--- config.mk ---
export PLATFORM = sky130hd
export DESIGN_NAME = length_prefixed_record_deframer_flat
export DESIGN_NICKNAME = d
export VERILOG_FILES = /design/src/hdl/lprd_pkg.sv /design/src/hdl/lprd_ifs.sv /design/src/hdl/lprd_parser.sv /design/src/hdl/lprd_rsp_reg.sv /design/src/hdl/length_prefixed_record_deframer.sv /design/src/flat_wrapper.sv
export SDC_FILE = /design/constraint.sdc
export NUM_CORES = 1
export LEC_CHECK = 0
export BUFFER_PORTS_ARGS = -buffer_cell sky130_fd_sc_hd__buf_2
export CORE_MARGIN = 2
export CORE_UTILIZATION = 45
export CTS_BUF_LIST = sky130_fd_sc_hd__clkbuf_8
export DETAILED_ROUTE_END_ITERATION = 8
export SYNTH_ARGS = -nofsm -noshare
export SYNTH_HDL_FRONTEND = slang
export SYNTH_HIERARCHICAL = 1
export SYNTH_SLANG_ARGS = --single-unit
--- constraint.sdc ---
create_clock -name clock -period 4.4 [get_ports clock]
set_input_delay 0.22 -clock clock [delete_from_list [all_inputs] [get_ports clock]]
set_output_delay 0.22 -clock clock [all_outputs]
set_load 0.05 [all_outputs]
--- src/hdl/lprd_pkg.sv ---
// Shared types and constants for the length-prefixed record deframer.
`timescale 1ns / 1ps

package lprd_pkg;

   localparam int LEN_BITS_DEF   = 32;
   localparam int HEADER_MAX_DEF = 18;

   localparam logic [7:0] CH_0  = 8'h30;
   localparam logic [7:0] CH_9  = 8'h39;
   localparam logic [7:0] CH_LF = 8'h0A;
   localparam logic [7:0] CH_CR = 8'h0D;

   typedef enum logic [2:0] {
      ST_OK        = 3'd0,
      ST_BAD_FIRST = 3'd1,
      ST_TOO_LONG  = 3'd2,
      ST_BAD_TERM  = 3'd3,
      ST_OVERFLOW  = 3'd4
   } status_type;

   typedef enum logic [5:0] {
      PH_HSTART = 6'b000001,
      PH_HEADER = 6'b000010,
      PH_BODY   = 6'b000100,
      PH_TERM   = 6'b001000,
      PH_LF     = 6'b010000,
      PH_STUCK  = 6'b100000
   } phase_type;

   typedef struct packed {
      logic [7:0] out_byte;
      logic       byte_valid;
      logic       record_end;
      status_type status;
   } rsp_type;

endpackage

--- src/hdl/lprd_ifs.sv ---
// Valid/ready channel interfaces for the deframer's byte input and result output.
`timescale 1ns / 1ps

interface lprd_req_if;
   logic       valid;
   logic       ready;
   logic [7:0] in_byte;

   modport source (output valid, output in_byte, input ready);
   modport sink (input valid, input in_byte, output ready);
endinterface

interface lprd_rsp_if;
   logic       valid;
   logic       ready;
   logic [7:0] out_byte;
   logic       byte_valid;
   logic       record_end;
   logic [2:0] status;

   modport source (output valid, output out_byte, output byte_valid, output record_end,
                   output status, input ready);
   modport sink (input valid, input out_byte, input byte_valid, input record_end,
                 input status, output ready);
endinterface

--- src/hdl/lprd_parser.sv ---
// Record parser: per-byte state update and result generation.
`timescale 1ns / 1ps

module lprd_parser #(
   parameter int LEN_BITS   = lprd_pkg::LEN_BITS_DEF,
   parameter int HEADER_MAX = lprd_pkg::HEADER_MAX_DEF
) (
   input  logic              clock,
   input  logic              reset,
   input  logic              step_en,
   input  logic [7:0]        in_byte,
   output logic              res_valid,
   output lprd_pkg::rsp_type res
);

   localparam int HC_W = $clog2(HEADER_MAX + 1);
   localparam int WW   = LEN_BITS + 4;
   localparam logic [WW-1:0] LIM_W = (WW'(1) << (LEN_BITS - 1)) - WW'(1);

   lprd_pkg::phase_type phase_ff, phase_in;
   logic [HC_W-1:0]     hc_ff, hc_in;
   logic                de_ff, de_in;
   logic [LEN_BITS-1:0] acc_ff, acc_in;
   logic [LEN_BITS-1:0] body_ff, body_in;

   logic          is_digit;
   logic [7:0]    digit_w;
   logic [3:0]    digit;
   logic [WW-1:0] acc_ext;
   logic [WW-1:0] acc_next_wide;
   logic          overflow;

   assign is_digit = (in_byte >= lprd_pkg::CH_0) && (in_byte <= lprd_pkg::CH_9);
   assign digit_w  = in_byte - lprd_pkg::CH_0;
   assign digit    = digit_w[3:0];
   assign acc_ext  = WW'(acc_ff);
   // Times ten as two shifts and an add.
   assign acc_next_wide = (acc_ext << 3) + (acc_ext << 1) + WW'(digit);
   assign overflow = acc_next_wide > LIM_W;

   always_comb begin
      phase_in  = phase_ff;
      hc_in     = hc_ff;
      de_in     = de_ff;
      acc_in    = acc_ff;
      body_in   = body_ff;
      res_valid = 1'b0;
      res       = '0;
      case (phase_ff)
         lprd_pkg::PH_HSTART: begin
            if (!is_digit) begin
               phase_in       = lprd_pkg::PH_STUCK;
               res_valid      = 1'b1;
               res.record_end = 1'b1;
               res.status     = lprd_pkg::ST_BAD_FIRST;
            end else begin
               // A single digit fits when the limit, 2^(LEN_BITS-1)-1, is at least 9; it is not checked.
               hc_in    = HC_W'(1);
               de_in    = 1'b0;
               acc_in   = LEN_BITS'(digit);
               phase_in = lprd_pkg::PH_HEADER;
            end
         end
         lprd_pkg::PH_HEADER: begin
            if (in_byte == lprd_pkg::CH_LF) begin
               body_in  = acc_ff;
               phase_in = (acc_ff == '0) ? lprd_pkg::PH_TERM : lprd_pkg::PH_BODY;
            end else if (hc_ff >= HC_W'(HEADER_MAX)) begin
               phase_in       = lprd_pkg::PH_STUCK;
               res_valid      = 1'b1;
               res.record_end = 1'b1;
               res.status     = lprd_pkg::ST_TOO_LONG;
            end else begin
               hc_in = hc_ff + HC_W'(1);
               if (!de_ff) begin
                  if (!is_digit) begin
                     de_in = 1'b1;
                  end else if (overflow) begin
                     phase_in       = lprd_pkg::PH_STUCK;
                     res_valid      = 1'b1;
                     res.record_end = 1'b1;
                     res.status     = lprd_pkg::ST_OVERFLOW;
                  end else begin
                     acc_in = acc_next_wide[LEN_BITS-1:0];
                  end
               end
            end
         end
         lprd_pkg::PH_BODY: begin
            body_in = body_ff - LEN_BITS'(1);
            if (body_ff == LEN_BITS'(1)) begin
               phase_in = lprd_pkg::PH_TERM;
            end
            res_valid      = 1'b1;
            res.out_byte   = in_byte;
            res.byte_valid = 1'b1;
         end
         lprd_pkg::PH_TERM, lprd_pkg::PH_LF: begin
            if (in_byte == lprd_pkg::CH_LF) begin
               phase_in       = lprd_pkg::PH_HSTART;
               res_valid      = 1'b1;
               res.record_end = 1'b1;
               res.status     = lprd_pkg::ST_OK;
            end else if (in_byte == lprd_pkg::CH_CR && phase_ff == lprd_pkg::PH_TERM) begin
               phase_in = lprd_pkg::PH_LF;
            end else begin
               phase_in       = lprd_pkg::PH_STUCK;
               res_valid      = 1'b1;
               res.record_end = 1'b1;
               res.status     = lprd_pkg::ST_BAD_TERM;
            end
         end
         default: begin
            phase_in = lprd_pkg::PH_STUCK;
         end
      endcase
   end

   always_ff @(posedge clock) begin
      if (reset) begin
         phase_ff <= lprd_pkg::PH_HSTART;
         hc_ff    <= '0;
         de_ff    <= 1'b0;
         acc_ff   <= '0;
         body_ff  <= '0;
      end else if (step_en) begin
         phase_ff <= phase_in;
         hc_ff    <= hc_in;
         de_ff    <= de_in;
         acc_ff   <= acc_in;
         body_ff  <= body_in;
      end
   end

endmodule

--- src/hdl/lprd_rsp_reg.sv ---
// Output register that holds one result transaction until the sink takes it.
`timescale 1ns / 1ps

module lprd_rsp_reg (
   input  logic              clock,
   input  logic              reset,
   input  logic              in_valid,
   input  lprd_pkg::rsp_type in_data,
   output logic              in_ready,
   lprd_rsp_if.source        rsp_if
);

   logic              valid_ff;
   lprd_pkg::rsp_type data_ff;

   assign in_ready = !valid_ff || rsp_if.ready;

   always_ff @(posedge clock) begin
      if (reset) begin
         valid_ff <= 1'b0;
      end else if (in_ready) begin
         valid_ff <= in_valid;
      end
   end

   always_ff @(posedge clock) begin
      if (in_ready && in_valid) begin
         data_ff <= in_data;
      end
   end

   assign rsp_if.valid      = valid_ff;
   assign rsp_if.out_byte   = data_ff.out_byte;
   assign rsp_if.byte_valid = data_ff.byte_valid;
   assign rsp_if.record_end = data_ff.record_end;
   assign rsp_if.status     = 3'(data_ff.status);

endmodule

--- src/hdl/length_prefixed_record_deframer.sv ---
// Deframer for decimal length-prefixed records: top level.
// Datapath: a byte accepted into the input register is parsed out of it combinationally, and
// its result, if it has one, enters the output register. Throughput: one byte per cycle while
// the output register can take results; the input register refills in the cycle it drains.
// Reset (synchronous, active high) returns the parser to header start, empties both registers.
`timescale 1ns / 1ps

module length_prefixed_record_deframer #(
   parameter int LEN_BITS   = lprd_pkg::LEN_BITS_DEF,
   parameter int HEADER_MAX = lprd_pkg::HEADER_MAX_DEF
) (
   input logic        clock,
   input logic        reset,
   lprd_req_if.sink   req_if,
   lprd_rsp_if.source rsp_if
);

   logic              in_valid_ff;
   logic [7:0]        in_byte_ff;
   logic              step;
   logic              out_ready;
   logic              res_valid;
   lprd_pkg::rsp_type res;

   // A byte is processed only when the output register can take its result.
   assign step         = in_valid_ff && out_ready;
   assign req_if.ready = !in_valid_ff || step;

   always_ff @(posedge clock) begin
      if (reset) begin
         in_valid_ff <= 1'b0;
      end else if (req_if.ready) begin
         in_valid_ff <= req_if.valid;
      end
   end

   always_ff @(posedge clock) begin
      if (req_if.ready && req_if.valid) begin
         in_byte_ff <= req_if.in_byte;
      end
   end

   lprd_parser #(
      .LEN_BITS   (LEN_BITS),
      .HEADER_MAX (HEADER_MAX)
   ) u_parser (
      .clock     (clock),
      .reset     (reset),
      .step_en   (step),
      .in_byte   (in_byte_ff),
      .res_valid (res_valid),
      .res       (res)
   );

   lprd_rsp_reg u_rsp_reg (
      .clock    (clock),
      .reset    (reset),
      .in_valid (step && res_valid),
      .in_data  (res),
      .in_ready (out_ready),
      .rsp_if   (rsp_if)
   );

endmodule
--- src/flat_wrapper.sv ---
// flat-port wrapper written by rule: the top's interface ports become plain ports
module length_prefixed_record_deframer_flat 
#(
   parameter int LEN_BITS   = lprd_pkg::LEN_BITS_DEF,
   parameter int HEADER_MAX = lprd_pkg::HEADER_MAX_DEF
)
  (clock, reset, req_if_valid, req_if_in_byte, req_if_ready, rsp_if_valid, rsp_if_out_byte, rsp_if_byte_valid, rsp_if_record_end, rsp_if_status, rsp_if_ready);
  lprd_req_if req_if_i ();
  lprd_rsp_if rsp_if_i ();
  input logic clock;
  input logic reset;
  input wire logic [$bits(req_if_i.valid)-1:0] req_if_valid;
  input wire logic [$bits(req_if_i.in_byte)-1:0] req_if_in_byte;
  output wire logic [$bits(req_if_i.ready)-1:0] req_if_ready;
  output wire logic [$bits(rsp_if_i.valid)-1:0] rsp_if_valid;
  output wire logic [$bits(rsp_if_i.out_byte)-1:0] rsp_if_out_byte;
  output wire logic [$bits(rsp_if_i.byte_valid)-1:0] rsp_if_byte_valid;
  output wire logic [$bits(rsp_if_i.record_end)-1:0] rsp_if_record_end;
  output wire logic [$bits(rsp_if_i.status)-1:0] rsp_if_status;
  input wire logic [$bits(rsp_if_i.ready)-1:0] rsp_if_ready;
  assign req_if_i.valid = req_if_valid;
  assign req_if_i.in_byte = req_if_in_byte;
  assign req_if_ready = req_if_i.ready;
  assign rsp_if_valid = rsp_if_i.valid;
  assign rsp_if_out_byte = rsp_if_i.out_byte;
  assign rsp_if_byte_valid = rsp_if_i.byte_valid;
  assign rsp_if_record_end = rsp_if_i.record_end;
  assign rsp_if_status = rsp_if_i.status;
  assign rsp_if_i.ready = rsp_if_ready;
  length_prefixed_record_deframer #(.LEN_BITS(LEN_BITS), .HEADER_MAX(HEADER_MAX)) u_core (.clock(clock), .reset(reset), .req_if(req_if_i), .rsp_if(rsp_if_i));
endmodule
== Word-level counts from Yosys, hierarchy flattened ==
Index checks and enable logic that the tools add are counted.
W data, S select, Z words.
Operators by class
  add/subtract/negate cells: 5
  order comparisons: 4
  equal/unequal tests: 19
  multiplexer cells: 48
  reduce and logical (&&, ||, !) cells: 18
Operators by type and width (count)
  $mux W32: 7
  $pmux W32 S2: 2
  $mux W6: 9
  $add A35 B33 Y36: 1
  $add A36 B4 Y36: 1
  $gt A36 B31 Y1 const B: 1
  $mux W4: 9
  $eq A32 B1 Y1 const B: 1
  $logic_not A32 Y1: 1
  $sub A32 B1 Y32 const B: 1
  $pmux W6 S4: 1
  $eq A8 B4 Y1 const B: 2
  $ne A2 B2 Y1 const B: 8
  $mux W5: 3
  $mux W1: 13
  $ne A4 B4 Y1 const B: 3
  $pmux W4 S3: 1
  $pmux W5 S2: 1
  $reduce_and A5 Y1: 2
  $ge A8 B6 Y1 const B: 1
  $le A8 B6 Y1 const B: 1
  $reduce_and A8 Y1: 1
  $eq A6 B1 Y1 const B: 1
  $eq A6 B2 Y1 const B: 1
  other kinds (14): 22
Storage, ports and cells
  register bits after elaboration: 99
  input port bits: 12
  output and inout bits: 15

== Depth between registers and ports, before layout ==
Gate-level depths: netlist of the first run.
  depth in word-level cells: 11
  depth in mapped cells: 16

== Cells and area by module ==
The synthesis of the first run kept the hierarchy.
By module, submodules not included
  lprd_parser: instances 1, cells each 832, area each 6313.6 um^2
  lprd_rsp_reg: instances 1, cells each 18, area each 445.4 um^2
  length_prefixed_record_deframer: instances 1, cells each 15, area each 310.3 um^2

== Worst setup path before layout of the first run ==
Ideal clock, no wire load.
  path kind: reg2reg
  start point: reg u_core.u_parser.acc_ff[8]
  end point: reg u_core.u_rsp_reg.data_ff (netlist bit u_core/u_rsp_reg/rsp_if.byte_valid), enable pin
  setup time: 308 ps
  arrival time: 3708 ps
  data required time: 4092 ps
  slack: 384 ps
  stages on the path, launching flop included: 15
  path buffers: 1
  cell sequence: dfxtp_1 -> ha_1 -> ha_1 -> buf_6 -> a21o_1 -> a221o_1 -> or4b_1 -> a22o_1 -> o2111a_1 -> o32ai_1 -> o31ai_1 -> a21oi_1 -> or3_1 -> and3_2 -> and2_4
On the way
  word-level cells in the longest chain between the ends: 11
RTL lines
  start: declaration: line lprd_parser.sv:23  | logic [LEN_BITS-1:0] acc_ff, acc_in;
  start signal: assignment: line lprd_parser.sv:130  | acc_ff <= acc_in;
  $add A35 B33 Y36: line lprd_parser.sv:38  | assign acc_next_wide = (acc_ext << 3) + (acc_ext << 1) + WW'(digit);
  $add A36 B4 Y36: line lprd_parser.sv:38
  $gt A36 B31 Y1: line lprd_parser.sv:39  | assign overflow = acc_next_wide > LIM_W;
  $mux W1: line lprd_parser.sv:78  | end else if (overflow) begin
  $mux W1: line lprd_parser.sv:76  | if (!is_digit) begin
  $mux W1: line lprd_parser.sv:75  | if (!de_ff) begin
  $mux W1: line lprd_parser.sv:68  | end else if (hc_ff >= HC_W'(HEADER_MAX)) begin
  $mux W1: line lprd_parser.sv:65  | if (in_byte == lprd_pkg::CH_LF) begin
  $pmux W1 S4: line lprd_parser.sv:49  | case (phase_ff)
  named net u_core.res_valid: line length_prefixed_record_deframer.sv:22  | logic res_valid;
  $logic_and A1 B1 Y1: line length_prefixed_record_deframer.sv:58  | .in_valid (step && res_valid),
  $logic_and A1 B1 Y1: line lprd_rsp_reg.sv:27  | if (in_ready && in_valid) begin
  end signal: assignment: line lprd_rsp_reg.sv:28  | data_ff <= in_data;
  end: declaration: line lprd_rsp_reg.sv:14  | lprd_pkg::rsp_type data_ff;
The timed path passes the listed nets, and every way through them passes these cells.
A chain may end at the register's enable or synchronous reset.

== Worst setup path after layout of the first run ==
  start point: reg u_core.u_parser.acc_ff[10]
  end point: reg u_core.u_rsp_reg.data_ff (netlist bit u_core/u_rsp_reg/rsp_if.out_byte[2]), enable pin
The elaborated chain is that of the path after synthesis.

==> summary.log, run 1 <==
[cells_and_area] Filler Cell Count 1,477
[setup_path] most used cell, CP ha_1
[floorplanning] die outline area 16,730 sq um
[power] Power Density 217.5 nW/um^2
[grt] overall track demand over capacity in global routing 25.96%
[power] leak pwr 0.003326 uW
[synthesis] Yosys cell types 75
[setup_path] worst-path fanout max 13
[floorplanning] number of placed I/O pins 27
[cells_and_area] diodes inserted 0
[setup_path] type of the setup path with the least slack reg -> reg
[floorplanning] core box area 15,260 sq um
[setup_path] data required time at the worst endpoint 4550 ps
[place] gpl congestion 0.9238
[clock_tree] Worst-Skew Late Latency 390 ps
[clock_tree] Sinks on Clock Net 99
[synthesis] sequential element share of the synthesized area 31.01%
[setup_path] Critical Path Sink Type flip-flop
[route] Via Count 6,858
[place] post-DP HPWL 15,640 um
[route] first-iteration detailed-routing DRC count 516
[setup_path] Data arrival, critical path 4430 ps
[floorplanning] Die X-Extent 129.3 um
[synthesis] post-synthesis cell count 865
[synthesis] EDFF count, synth 21
[timing] FMAX 233.9 MHz
[setup_path] kind of launch point of the worst setup path flip-flop
[grt] via count of the first global-routing pass 6,590
[place] number of port buffers 26
[route] DRC violation count after routing 0
[clock_tree] clock tree root buffer cell clkbuf_8
[synthesis] post-synthesis area per instance 8.173 sq um
[route] Post-DRT Antenna Nets 0
[route] via density per instance 6.112
[synthesis] Yosys top cell area share 22.09%
[clock_tree] clock slew at reported path FFs 110 ps
[cells_and_area] fraction of final layout cells sized beyond drive strength 1 11.20%
[cells_and_area] Area Growth Syn to Fin 11.49%
[worst_hold_path] worst hold-check path type in -> reg
[grt] global-route congestion overflow total 0
[cells_and_area] final cell count without fillers 1,122
[synthesis] mapped cell area 7069 sq um
[cells_and_area] Final Net Count 987
[route] iteration count of the initial detailed-routing pass 5
[floorplanning] Initial Util 46.33%
[clock_tree] CTS tree built
[floorplanning] Die Y-Extent 129.3 um
[synthesis] post-synthesis register bit count 99
[power] Worst IR Drop VDD 0.1309 mV
[timing] share of the clock period used by the worst path 97.16%
[setup_path] highest cell delay on the worst timing path 520 ps
[timing] tightest slew margin relative to the limit 41.02%
[synthesis] net count after synthesis 946
[synthesis] Syn. warnings 6
[timing] worst-margin pin slew 873.3 ps
[timing] setup tns final 0 ps
[cells_and_area] Sequential Area 2193 sq um
[synthesis] leading cell types by total area after synthesis dfxtp_1 22%, ha_1 12%, edfxtp_1 8.9%, a21oi_1 6.0%, nor2_1 4.5%
[route] final routed wire length divided by cell count 18.97 um
[timing] count of final hold-check violations 0
[clock_tree] count of buffers added by post-CTS timing repair for setup 0
[place] total instance count after detailed placement 1,098
[synthesis] cell type contributing the most total cell area after synthesis dfxtp_1
[job] number of max-cap violations 0
[clock_tree] clk buf depth 2
[setup_path] cell at the slowest stage of the critical path or4b_1
[floorplanning] standard-cell rows 45
[clock_tree] H-tree Lvls 3
[grt] wire length of the first global-routing pass 34,070 um
[synthesis] Async SR Flop Fraction 0%
[grt] initial antenna violation count 0
[timing] Worst Skew 11.78 ps
[clock_tree] number of CTS-inserted buffers 9
[timing] post-layout minimum cycle time 4275 ps
[grt] pin count of the biggest net entering global routing 55
[setup_path] crit-path cells ha_1 > ha_1 > and2_1 > a221o_1 > or4b_1 > a22o_1 > nor4_2 > o32ai_2 > o31ai_2 > a21oi_1 > or3_1 > and3_2 > and2_4
[run_status] outcome finished clean
[timing] number of setup violations in the final report 0
[cells_and_area] area occupied by multi-input gates 4644 sq um
[timing] Max Transition Viols Final 0
[synthesis] Post-synth top flop dfxtp_1
[route] routed wire length 21,290 um
==> critical path, delay by kind of cell, from the launching register on <==
kind,cells,cell delay [ps]
compound gates,5,1190
simple gates,6,1810
fa+ha+maj,2,680
flops,1,360
==> kinds of logic (layout without fill, tap and decap cells) <==
group                      count (synthesis)  in the layout  synth area share, %
AOI/OAI and AO/OA                        292            292                26.48
xor gates and xnor gates                  30             30                3.717
and+or+nand+nor                          311            311                22.25
adders and majority gates                 69             69                12.42
buffers and inverters                     61            107                3.699
muxes                                      3              3               0.4248
DFF                                       99             99                31.01
==> path summary, 6_finish.rpt <==
| kind | cells past startpoint | slack (ps) | end | startpoint |
|---|---|---|---|---|
| setup reg to reg | 13 | 120 | u_core/u_rsp_reg/rsp_if.out_byte[2]$_DFFE_PP_ | u_core/u_parser/acc_ff[10]$_SDFFE_PP0P_ |
| hold / removal | 3 | 70 | u_core/in_valid_ff$_SDFFE_PP0P_ | req_if_valid |
| setup / recovery | 13 | 120 | u_core/u_rsp_reg/rsp_if.out_byte[2]$_DFFE_PP_ | u_core/u_parser/acc_ff[10]$_SDFFE_PP0P_ |
| hold reg to reg | 2 | 480 | u_core/u_parser/body_ff[29]$_SDFFE_PP0P_ | u_core/u_parser/body_ff[29]$_SDFFE_PP0P_ |
==> per-layer routing <==
metal	global-route usage, %	routed length [um]	vias to the layer above
met2	41.39	9723	188
li1	-	-	3340
met5	0	0	-
met4	8.312	310	0
met1	35.76	10180	3308
met3	4.624	1075	22
==> cell type report <==
type | instances | area share, %
multi-input cells | 705 | 58.93
flip-flops and latches | 99 | 27.83
repair buffers | 71 | 6.191
well taps | 211 | 3.350
clock buffers | 9 | 1.572
clock inverters | 7 | 1.175
inverters | 20 | 0.9525
==> power breakdown <==
| part | internal (uW) | leakage, uW | switching (uW) |
|---|---|---|---|
| combinational | 32.3 | 0.00239 | 74.2 |
| sequential | 942 | 0.000825 | 9.04 |
| clock | 278 | 0.000109 | 379 |
==> cell usage after synthesis, types with 4 or more instances <==
| master | instances |
|---|---|
| a211oi_1 | 20 |
| a21o_1 | 7 |
| a21oi_1 | 85 |
| a22o_1 | 23 |
| a22oi_1 | 13 |
| a31oi_1 | 6 |
| and2_1 | 13 |
| and3_1 | 6 |
| clkbuf_1 | 33 |
| dfxtp_1 | 78 |
| edfxtp_1 | 21 |
| ha_1 | 67 |
| inv_1 | 20 |
| nand2_1 | 76 |
| nand2b_1 | 5 |
| nand3_1 | 36 |
| nand4_1 | 13 |
| nor2_1 | 84 |
| nor3_1 | 17 |
| nor4_1 | 18 |
| o211ai_1 | 6 |
| o21a_1 | 7 |
| o21ai_0 | 53 |
| o21ai_1 | 23 |
| o22ai_1 | 4 |
| o311a_1 | 5 |
| o31ai_1 | 6 |
| o32ai_1 | 6 |
| or2_1 | 4 |
| or3_1 | 10 |
| or4_1 | 5 |
| xnor2_1 | 16 |
| xor2_1 | 14 |
==> state kept, by name, summed over array words and instances, names as in the netlist <==
| register | count |
|---|---|
| u_core/u_parser/de_ff | 1 |
| u_core/u_parser/body_ff | 32 |
| u_core/u_rsp_reg/rsp_if.byte_valid | 1 |
| u_core/u_rsp_reg/rsp_if.valid | 1 |
| u_core/in_byte_ff | 8 |
| u_core/u_parser/hc_ff | 5 |
| u_core/u_parser/acc_ff | 32 |
| u_core/u_rsp_reg/rsp_if.record_end | 1 |
| u_core/u_rsp_reg/rsp_if.status | 3 |
| u_core/u_parser/phase_ff | 6 |
| u_core/in_valid_ff | 1 |
| u_core/u_rsp_reg/rsp_if.out_byte | 8 |
==> through the flow <==
step / util [%] / worst slack, ps / hold slack, ps / area [sq um] / total power (uW)
6_report: 51.65 / 124.7 / 72.69 / 7881 / 1714
5_1_grt: 51.65 / -13.76 / 62.86 / 7881 / 1774
4_1_cts: 51.29 / 71.30 / 0.7003 / 7826 / 1725
3_5_place_dp: 49.54 / 107.0 / 398.6 / 7560 / 1072
3_3_place_gp: 49.54 / 153.0 / 397.9 / 7560 / 1070
2_1_floorplan: - / 384.1 / 282.4 / 7069 / 1041
==> repair_timing <==
action,4_1_cts,5_1_grt
hold endpoints to repair,5,3
hold buffers,5,3
setup endpoints to repair,0,15
gates resized for setup,0,6
==> layout by cell type, fill, tap and decap left out, types with 23 or more instances in the layout <==
master   instances
o21ai_1         23
ha_1            67
buf_4           37
nand2_1         76
o21ai_0         53
a22o_1          23
buf_2           26
nand3_1         35
a21oi_1         85
nor2_1          84
dfxtp_1         77
(Power assumes the default switching activity.)
==> run 2: changes to the inputs <==
--- a/config.mk
+++ b/config.mk
@@ -6,10 +6,12 @@
 export NUM_CORES = 1
 export LEC_CHECK = 0
 export BUFFER_PORTS_ARGS = -buffer_cell sky130_fd_sc_hd__buf_2
+export CAP_MARGIN = 10
 export CORE_MARGIN = 2
 export CORE_UTILIZATION = 45
 export CTS_BUF_LIST = sky130_fd_sc_hd__clkbuf_8
 export DETAILED_ROUTE_END_ITERATION = 8
+export RECOVER_POWER = 100
 export SYNTH_ARGS = -nofsm -noshare
 export SYNTH_HDL_FRONTEND = slang
 export SYNTH_HIERARCHICAL = 1
==> summary.log, run 2 (synthesized netlist as in run 1, its figures left out) <==
[run_status] outcome complete, but fails checks [was finished clean]
[run_status] violated checks max-capacitance violations, max-slew violations
[clock_tree] H-tree Lvls 3 [unchanged]
[route] final routed wire length divided by cell count 18.90 um [was 18.97 um]
[clock_tree] clock tree root buffer cell clkbuf_8 [unchanged]
[power] leak pwr 0.003254 uW [was 0.003326 uW]
[floorplanning] Die X-Extent 129.3 um [unchanged]
[cells_and_area] Top Registers u_core/u_parser/acc_ff (32), u_core/u_parser/body_ff (32) [unchanged]
[place] number of port buffers 26 [unchanged]
[clock_tree] number of CTS-inserted buffers 9 [unchanged]
[floorplanning] Initial Util 46.33% [unchanged]
[setup_path] data required time at the worst endpoint 4550 ps [about the same]
[place] gpl congestion 0.9238 [unchanged]
[setup_path] crit-path cells ha_1 > ha_1 > and2_1 > a221o_1 > or4b_1 > a22o_1 > nor4_2 > o32ai_2 > o31ai_2 > a21oi_1 > or3_1 > and3_2 > and2_4 [unchanged]
[cells_and_area] final cell count without fillers 1,122 [unchanged]
[timing] final-layout worst hold slack 69.96 ps [was 72.69 ps]
[route] Post-DRT Antenna Nets 0 [unchanged]
[worst_hold_path] worst min-delay path endpoint u_core/in_valid_ff$_SDFFE_PP0P_ [unchanged]
[timing] Worst Skew 12.26 ps [was 11.78 ps]
[grt] pin count of the biggest net entering global routing 55 [unchanged]
[clock_tree] count of buffers added by post-CTS timing repair for setup 0 [unchanged]
[cells_and_area] Filler Cell Count 1,492 [was 1,477]
[floorplanning] die outline area 16,730 sq um [unchanged]
[setup_path] Register-to-Register Path Depth 13 [unchanged]
[setup_path] type of the setup path with the least slack reg -> reg [unchanged]
[timing] post-layout minimum cycle time 4266 ps [was 4275 ps]
[place] dpl cell area 7560 sq um [unchanged]
[grt] global-route congestion overflow total 0 [unchanged]
[floorplanning] core box area 15,260 sq um [unchanged]
[setup_path] CP top delay family simple AND/OR/NAND/NOR gates [unchanged]
[floorplanning] number of placed I/O pins 27 [unchanged]
[cells_and_area] commonest cells after routing, fill and taps aside 85 x a21oi_1, 84 x nor2_1, 77 x dfxtp_1 [unchanged]
[clock_tree] clk buf depth 2 [unchanged]
[grt] wire length of the first global-routing pass 34,070 um [unchanged]
[power] Worst IR Drop VDD 0.1307 mV [was 0.1309 mV]
[floorplanning] Die Y-Extent 129.3 um [unchanged]
[setup_path] worst-path fanout max 13 [unchanged]
[cells_and_area] fraction of final layout cells sized beyond drive strength 1 8.782% [was 11.20%]
[setup_path] most used cell, CP ha_1 [unchanged]
[setup_path] cell at the slowest stage of the critical path or4b_1 [unchanged]
[route] via density per instance 6.104 [was 6.112]
[route] first-iteration detailed-routing DRC count 641 [was 516]
[timing] FMAX 234.4 MHz [was 233.9 MHz]
[job] number of max-cap violations 1 [was 0]
[setup_path] combined buffer and inverter count along the critical path 0 [unchanged]
[cells_and_area] Area Growth Syn to Fin 10.76% [was 11.49%]
[setup_path] Critical Path Sink Type flip-flop [unchanged]
[floorplanning] standard-cell rows 45 [unchanged]
[setup_path] Data arrival, critical path 4420 ps [was 4430 ps]
[grt] initial antenna violation count 0 [unchanged]
[cells_and_area] Sequential Area 2193 sq um [unchanged]
[route] DRC violation count after routing 0 [unchanged]
[cells_and_area] area occupied by multi-input gates 4627 sq um [was 4644 sq um]
[setup_path] reg-to-reg critical path endpoint u_core/u_rsp_reg/rsp_if.out_byte[2]$_DFFE_PP_ [unchanged]
[route] routed wire length 21,210 um [was 21,290 um]
[worst_hold_path] worst hold-check path type in -> reg [unchanged]
[clock_tree] CTS tree built [unchanged]
[clock_tree] Sinks on Clock Net 99 [unchanged]
[setup_path] register-to-register setup slack 130 ps [was 120 ps]
[timing] number of setup violations in the final report 0 [unchanged]
[cells_and_area] Final Net Count 987 [unchanged]
[worst_hold_path] Cells on Worst Hold Path 3 [unchanged]
[timing] tightest slew margin relative to the limit -56.63% [was 41.02%]
[place] total instance count after detailed placement 1,098 [unchanged]
[clock_tree] Worst-Skew Late Latency 390 ps [about the same]
[cells_and_area] diodes inserted 0 [unchanged]
[worst_hold_path] start point of the worst min-delay path req_if_valid [unchanged]
[timing] Max Transition Viols Final 55 [was 0]
[cells_and_area] Design Area, Final 7830 sq um [was 7881 sq um]
[route] iteration count of the initial detailed-routing pass 5 [unchanged]
[route] Via Count 6,849 [was 6,858]
[setup_path] beginning of the worst register-to-register path u_core/u_parser/acc_ff[10]$_SDFFE_PP0P_ [unchanged]
[timing] count of final hold-check violations 0 [unchanged]
[grt] overall track demand over capacity in global routing 25.96% [unchanged]
[setup_path] highest cell delay on the worst timing path 520 ps [about the same]
[clock_tree] clock slew at reported path FFs 110 ps [about the same]
[cells_and_area] end-of-flow core utilization 51.32% [was 51.65%]
[setup_path] kind of launch point of the worst setup path flip-flop [unchanged]
[cells_and_area] commonest non-fill, non-tap cell in the layout a21oi_1 [unchanged]
[timing] share of the clock period used by the worst path 96.96% [was 97.16%]
[power] Power Density 218.3 nW/um^2 [was 217.5 nW/um^2]
[grt] via count of the first global-routing pass 6,590 [unchanged]
[place] post-DP HPWL 15,640 um [unchanged]
[timing] worst-margin pin slew 2350 ps [was 873.3 ps]
run 2: final cells by class:
cell class | count | area share (%)
multi-input cells | 705 | 59.09
flip-flops and latches | 99 | 28.01
repair buffers | 71 | 5.801
well taps | 211 | 3.372
clock buffers | 9 | 1.582
clock inverters | 7 | 1.182
inverters | 20 | 0.9588
run 2: how the worst max path moves through the flow:
| stage | from | end | cells after the start |
|---|---|---|---|
| 5_1_grt | u_core/u_parser/acc_ff[10]$_SDFFE_PP0P_ | u_core/u_rsp_reg/rsp_if.out_byte[3]$_DFFE_PP_ | 13 |
| 6_report | u_core/u_parser/acc_ff[10]$_SDFFE_PP0P_ | u_core/u_rsp_reg/rsp_if.out_byte[2]$_DFFE_PP_ | 13 |
| 4_1_cts | u_core/u_parser/acc_ff[10]$_SDFFE_PP0P_ | u_core/u_rsp_reg/rsp_if.out_byte[3]$_DFFE_PP_ | 13 |
| 3_5_place_dp | u_core/u_parser/acc_ff[10]$_SDFFE_PP0P_ | u_core/u_rsp_reg/rsp_if.out_byte[7]$_DFFE_PP_ | 13 |
| 3_3_place_gp | u_core/u_parser/acc_ff[10]$_SDFFE_PP0P_ | u_core/u_rsp_reg/rsp_if.out_byte[2]$_DFFE_PP_ | 13 |
| 2_1_floorplan | u_core/u_parser/acc_ff[8]$_SDFFE_PP0P_ | u_core/u_rsp_reg/rsp_if.byte_valid$_DFFE_PP_ | 14 |
run 2: worst min-delay path: cells and delay by family:
family	cells	cell delay [ps]
buffers and inverters	2	160
AO/OA/AOI/OAI	1	40
run 2: report_power, final:
group,total [uW],switching (uW),internal (uW)
sequential,950,8.74,942
combinational,103,74.3,28.7
clock,656,378,278
run 2: stage by stage:
stage          power, uW  worst slack [ps]  setup TNS [ps]
2_1_floorplan       1041             384.1               0
3_3_place_gp        1070             153.0               0
3_5_place_dp        1072             107.0               0
4_1_cts             1725             71.30               0
5_1_grt             1770            -13.65          -139.8
6_report            1709             133.7               0
run 2: what timing repair did:
action,4_1_cts,5_1_grt
endpoints found under the hold margin,5,3
gates resized for setup,0,6
hold buffers,5,3
endpoints found under the setup margin,0,15
run 2: layer usage:
| metal | GRT usage (%) | part of all wire [%] | vias to the layer above |
|---|---|---|---|
| met2 | 41.39 | 46 | 209 |
| met3 | 4.624 | 6.1 | 30 |
| met4 | 8.312 | 1.6 | 0 |
| li1 | - | - | 3337 |
| met1 | 35.76 | 46 | 3273 |
| met5 | 0 | 0 | - |
==> run 3: changes to the inputs <==
--- a/config.mk
+++ b/config.mk
@@ -12,6 +12,7 @@
 export CTS_BUF_LIST = sky130_fd_sc_hd__clkbuf_8
 export DETAILED_ROUTE_END_ITERATION = 8
 export RECOVER_POWER = 100
+export SETUP_SLACK_MARGIN = 0.4
 export SYNTH_ARGS = -nofsm -noshare
 export SYNTH_HDL_FRONTEND = slang
 export SYNTH_HIERARCHICAL = 1
==> summary.log, run 3 (synthesized netlist as in run 1, its figures left out) <==
[run_status] outcome complete, but fails checks [unchanged]
[run_status] violated checks max-capacitance violations, max-slew violations [unchanged]
[worst_hold_path] start point of the worst min-delay path req_if_in_byte[2] [was req_if_valid]
[power] leak pwr 0.003296 uW [was 0.003254 uW]
[route] Post-DRT Antenna Nets 0 [unchanged]
[power] Total Power Consumption 1660 uW [was 1709 uW]
[grt] Global Route met1 Usage 35.69% [was 35.76%]
[setup_path] Register-to-Register Path Depth 13 [unchanged]
[clock_tree] H-tree Lvls 3 [unchanged]
[setup_path] data required time at the worst endpoint 4700 ps [was 4550 ps]
[timing] Worst Skew 15.03 ps [was 12.26 ps]
[clock_tree] clk buf depth 2 [unchanged]
[timing] share of the clock period used by the worst path 89.97% [was 96.96%]
[timing] tightest slew margin relative to the limit -50.93% [was -56.63%]
[setup_path] kind of launch point of the worst setup path flip-flop [unchanged]
[setup_path] reg-to-reg critical path endpoint u_core/u_parser/phase_ff[3]$_SDFFE_PP0P_ [was u_core/u_rsp_reg/rsp_if.out_byte[2]$_DFFE_PP_]
[setup_path] Critical Path Sink Type flip-flop [unchanged]
[timing] FMAX 252.6 MHz [was 234.4 MHz]
[setup_path] register-to-register setup slack 440 ps [was 130 ps]
[timing] final setup margin 441.4 ps [was 133.7 ps]
[cells_and_area] diodes inserted 0 [unchanged]
[cells_and_area] commonest cells after routing, fill and taps aside 84 x nor2_1, 82 x a21oi_1, 76 x nand2_1 [was 85 x a21oi_1, 84 x nor2_1, 77 x dfxtp_1]
[route] first-iteration detailed-routing DRC count 713 [was 641]
[worst_hold_path] worst min-delay path endpoint u_core/in_byte_ff[2]$_DFFE_PP_ [was u_core/in_valid_ff$_SDFFE_PP0P_]
[power] Int Pwr 1196 uW [was 1248 uW]
[floorplanning] standard-cell rows 45 [unchanged]
[grt] global-route congestion overflow total 0 [unchanged]
[place] post-DP HPWL 15,280 um [was 15,640 um]
[worst_hold_path] Cells on Worst Hold Path 1 [was 3]
[floorplanning] die outline area 16,730 sq um [unchanged]
[setup_path] type of the setup path with the least slack reg -> reg [unchanged]
[timing] Max Transition Viols Final 55 [unchanged]
[floorplanning] Die Y-Extent 129.3 um [unchanged]
[timing] number of setup violations in the final report 0 [unchanged]
[cells_and_area] Area Growth Syn to Fin 15.42% [was 10.76%]
[power] Worst IR Drop VDD 0.1444 mV [was 0.1307 mV]
[clock_tree] Sinks on Clock Net 99 [unchanged]
[route] via density per instance 6.219 [was 6.104]
[grt] via count of the first global-routing pass 6,638 [was 6,590]
[power] combinational cell fraction of total power 6.5% [was 6.0%]
[floorplanning] core box area 15,260 sq um [unchanged]
[timing] count of final hold-check violations 0 [unchanged]
[clock_tree] Worst-Skew Late Latency 390 ps [about the same]
[grt] pin count of the biggest net entering global routing 55 [unchanged]
[grt] routing layer with the top usage in global route met2 [unchanged]
[place] Setup Slack @ Placement 67.92 ps [was 107.0 ps]
[floorplanning] number of placed I/O pins 27 [unchanged]
[timing] final-layout worst hold slack 53.08 ps [was 69.96 ps]
[route] iteration count of the initial detailed-routing pass 5 [unchanged]
[clock_tree] CTS tree built [unchanged]
[floorplanning] Die X-Extent 129.3 um [unchanged]
[cells_and_area] commonest non-fill, non-tap cell in the layout nor2_1 [was a21oi_1]
[place] number of port buffers 26 [unchanged]
[cells_and_area] Top Registers u_core/u_parser/acc_ff (32), u_core/u_parser/body_ff (32) [unchanged]
[setup_path] worst-path fanout max 5 [was 13]
[setup_path] beginning of the worst register-to-register path u_core/in_byte_ff[3]$_DFFE_PP_ [was u_core/u_parser/acc_ff[10]$_SDFFE_PP0P_]
[clock_tree] clock tree root buffer cell clkbuf_8 [unchanged]
[grt] met3 track utilization from global routing 4.996% [was 4.624%]
[power] share of power burned in the clock network 36.3% [was 38.4%]
[place] gpl congestion 0.9120 [was 0.9238]
[grt] overall track demand over capacity in global routing 25.99% [was 25.96%]
[timing] post-layout minimum cycle time 3959 ps [was 4266 ps]
[route] DRC violation count after routing 0 [unchanged]
[cells_and_area] fraction of final layout cells sized beyond drive strength 1 14.15% [was 8.782%]
[cells_and_area] Final Net Count 995 [was 987]
[grt] wire length of the first global-routing pass 34,410 um [was 34,070 um]
[power] Power Density 203.5 nW/um^2 [was 218.3 nW/um^2]
[timing] worst-margin pin slew 2264 ps [was 2350 ps]
[route] Via Count 7,028 [was 6,849]
[grt] initial antenna violation count 0 [unchanged]
[timing] setup tns final 0 ps [unchanged]
[grt] GR Layer Usage met2 41.61% [was 41.39%]
[clock_tree] clock slew at reported path FFs 110 ps [about the same]
[setup_path] Data arrival, critical path 4250 ps [was 4420 ps]
[power] Switching Fraction 27.94% [was 26.96%]
[job] number of max-cap violations 1 [unchanged]
[clock_tree] number of CTS-inserted buffers 9 [unchanged]
[floorplanning] Initial Util 46.33% [unchanged]
[power] fraction of power consumed by sequential logic 57.2% [was 55.6%]
[worst_hold_path] worst hold-check path type in -> reg [unchanged]
[route] routed wire length 21,350 um [was 21,210 um]
[power] net switching power figure 463.9 uW [was 460.8 uW]
[timing] unrepaired setup endpoints after global routing true
[route] final routed wire length divided by cell count 18.89 um [was 18.90 um]
## run 3: changes by cell type in the layout (fill, tap and decap cells not counted), moves of 3 or more
cell      previous run  this run
dfxtp_4              0         3
and2_4               1         4
ha_1                67        56
dfxtp_1             77        66
ha_4                 0         9
buf_4               33        41
o21ai_1             23        20
a21oi_1             85        82
a21oi_2              2         5
a211oi_1            18        15
dfxtp_2              1         9
## run 3: worst max path at each step
stage / start / to / depth (start not counted)
2_1_floorplan: u_core/u_parser/acc_ff[8]$_SDFFE_PP0P_ / u_core/u_rsp_reg/rsp_if.byte_valid$_DFFE_PP_ / 14
3_3_place_gp: u_core/u_parser/acc_ff[10]$_SDFFE_PP0P_ / u_core/u_rsp_reg/rsp_if.out_byte[0]$_DFFE_PP_ / 13
3_5_place_dp: u_core/u_parser/acc_ff[10]$_SDFFE_PP0P_ / u_core/u_rsp_reg/rsp_if.out_byte[7]$_DFFE_PP_ / 13
4_1_cts: u_core/in_byte_ff[3]$_DFFE_PP_ / u_core/u_rsp_reg/rsp_if.out_byte[0]$_DFFE_PP_ / 14
5_1_grt: u_core/u_parser/acc_ff[11]$_SDFFE_PP0P_ / u_core/u_parser/phase_ff[3]$_SDFFE_PP0P_ / 14
6_report: u_core/in_byte_ff[3]$_DFFE_PP_ / u_core/u_parser/phase_ff[3]$_SDFFE_PP0P_ / 13
## run 3: metal layers
metal | routed length, um | part of all wire [%]
met1 | 9851 | 46
met2 | 9697 | 45
met3 | 1321 | 6.2
met5 | 0 | 0
met4 | 476 | 2.2
## run 3: layout make-up
cell class	count	area, sq um
sequential	99	2215
multi-input combinational	706	4886
tap	211	264.0
fill	1443	7099
inverter	20	75.07
timing repair buffer	78	519.2
clock inverter	7	76.32
clock buffer	9	123.9
## run 3: what timing repair did
item                       CTS  global route
setup endpoints to repair   35            42
pin swaps                   15            18
hold buffers                 7             0
buffers inserted             8             8
hold endpoints to repair     7             0
cloned                       1             0
resized for setup           34            33
## run 3: worst max-delay path: stages, from the launching register on
cell and delay, ps:
edfxtp_1 450, inv_2 100, fa_1 450, fa_2 380
nand2b_4 150, a21o_1 210, a211oi_4 300, and2_4 200
o2111a_2 260, o32ai_4 120, buf_4 170, nor4_1 700
nor4_1 160, a31o_1 220
## run 3: metrics by stage
stage / util (%) / area [sq um] / std cells
after floorplan: - / 7077 / 865
after global placement: 49.20 / 7507 / 1090
after detailed placement: 49.20 / 7507 / 1090
after CTS: 52.60 / 8026 / 1122
after global routing: 53.47 / 8159 / 1130
final: 53.47 / 8159 / 1130
## run 3: power groups by stage
| stage | combinational (uW) | sequential, uW | clock (uW) |
|---|---|---|---|
| 2_1_floorplan | 47.4 | 993 | 0 |
| 3_3_place_gp | 97.8 | 971 | 0 |
| 3_5_place_dp | 98.9 | 972 | 0 |
| 4_1_cts | 107 | 949 | 626 |
| 5_1_grt | 117 | 952 | 656 |
| 6_report | 107 | 949 | 603 |
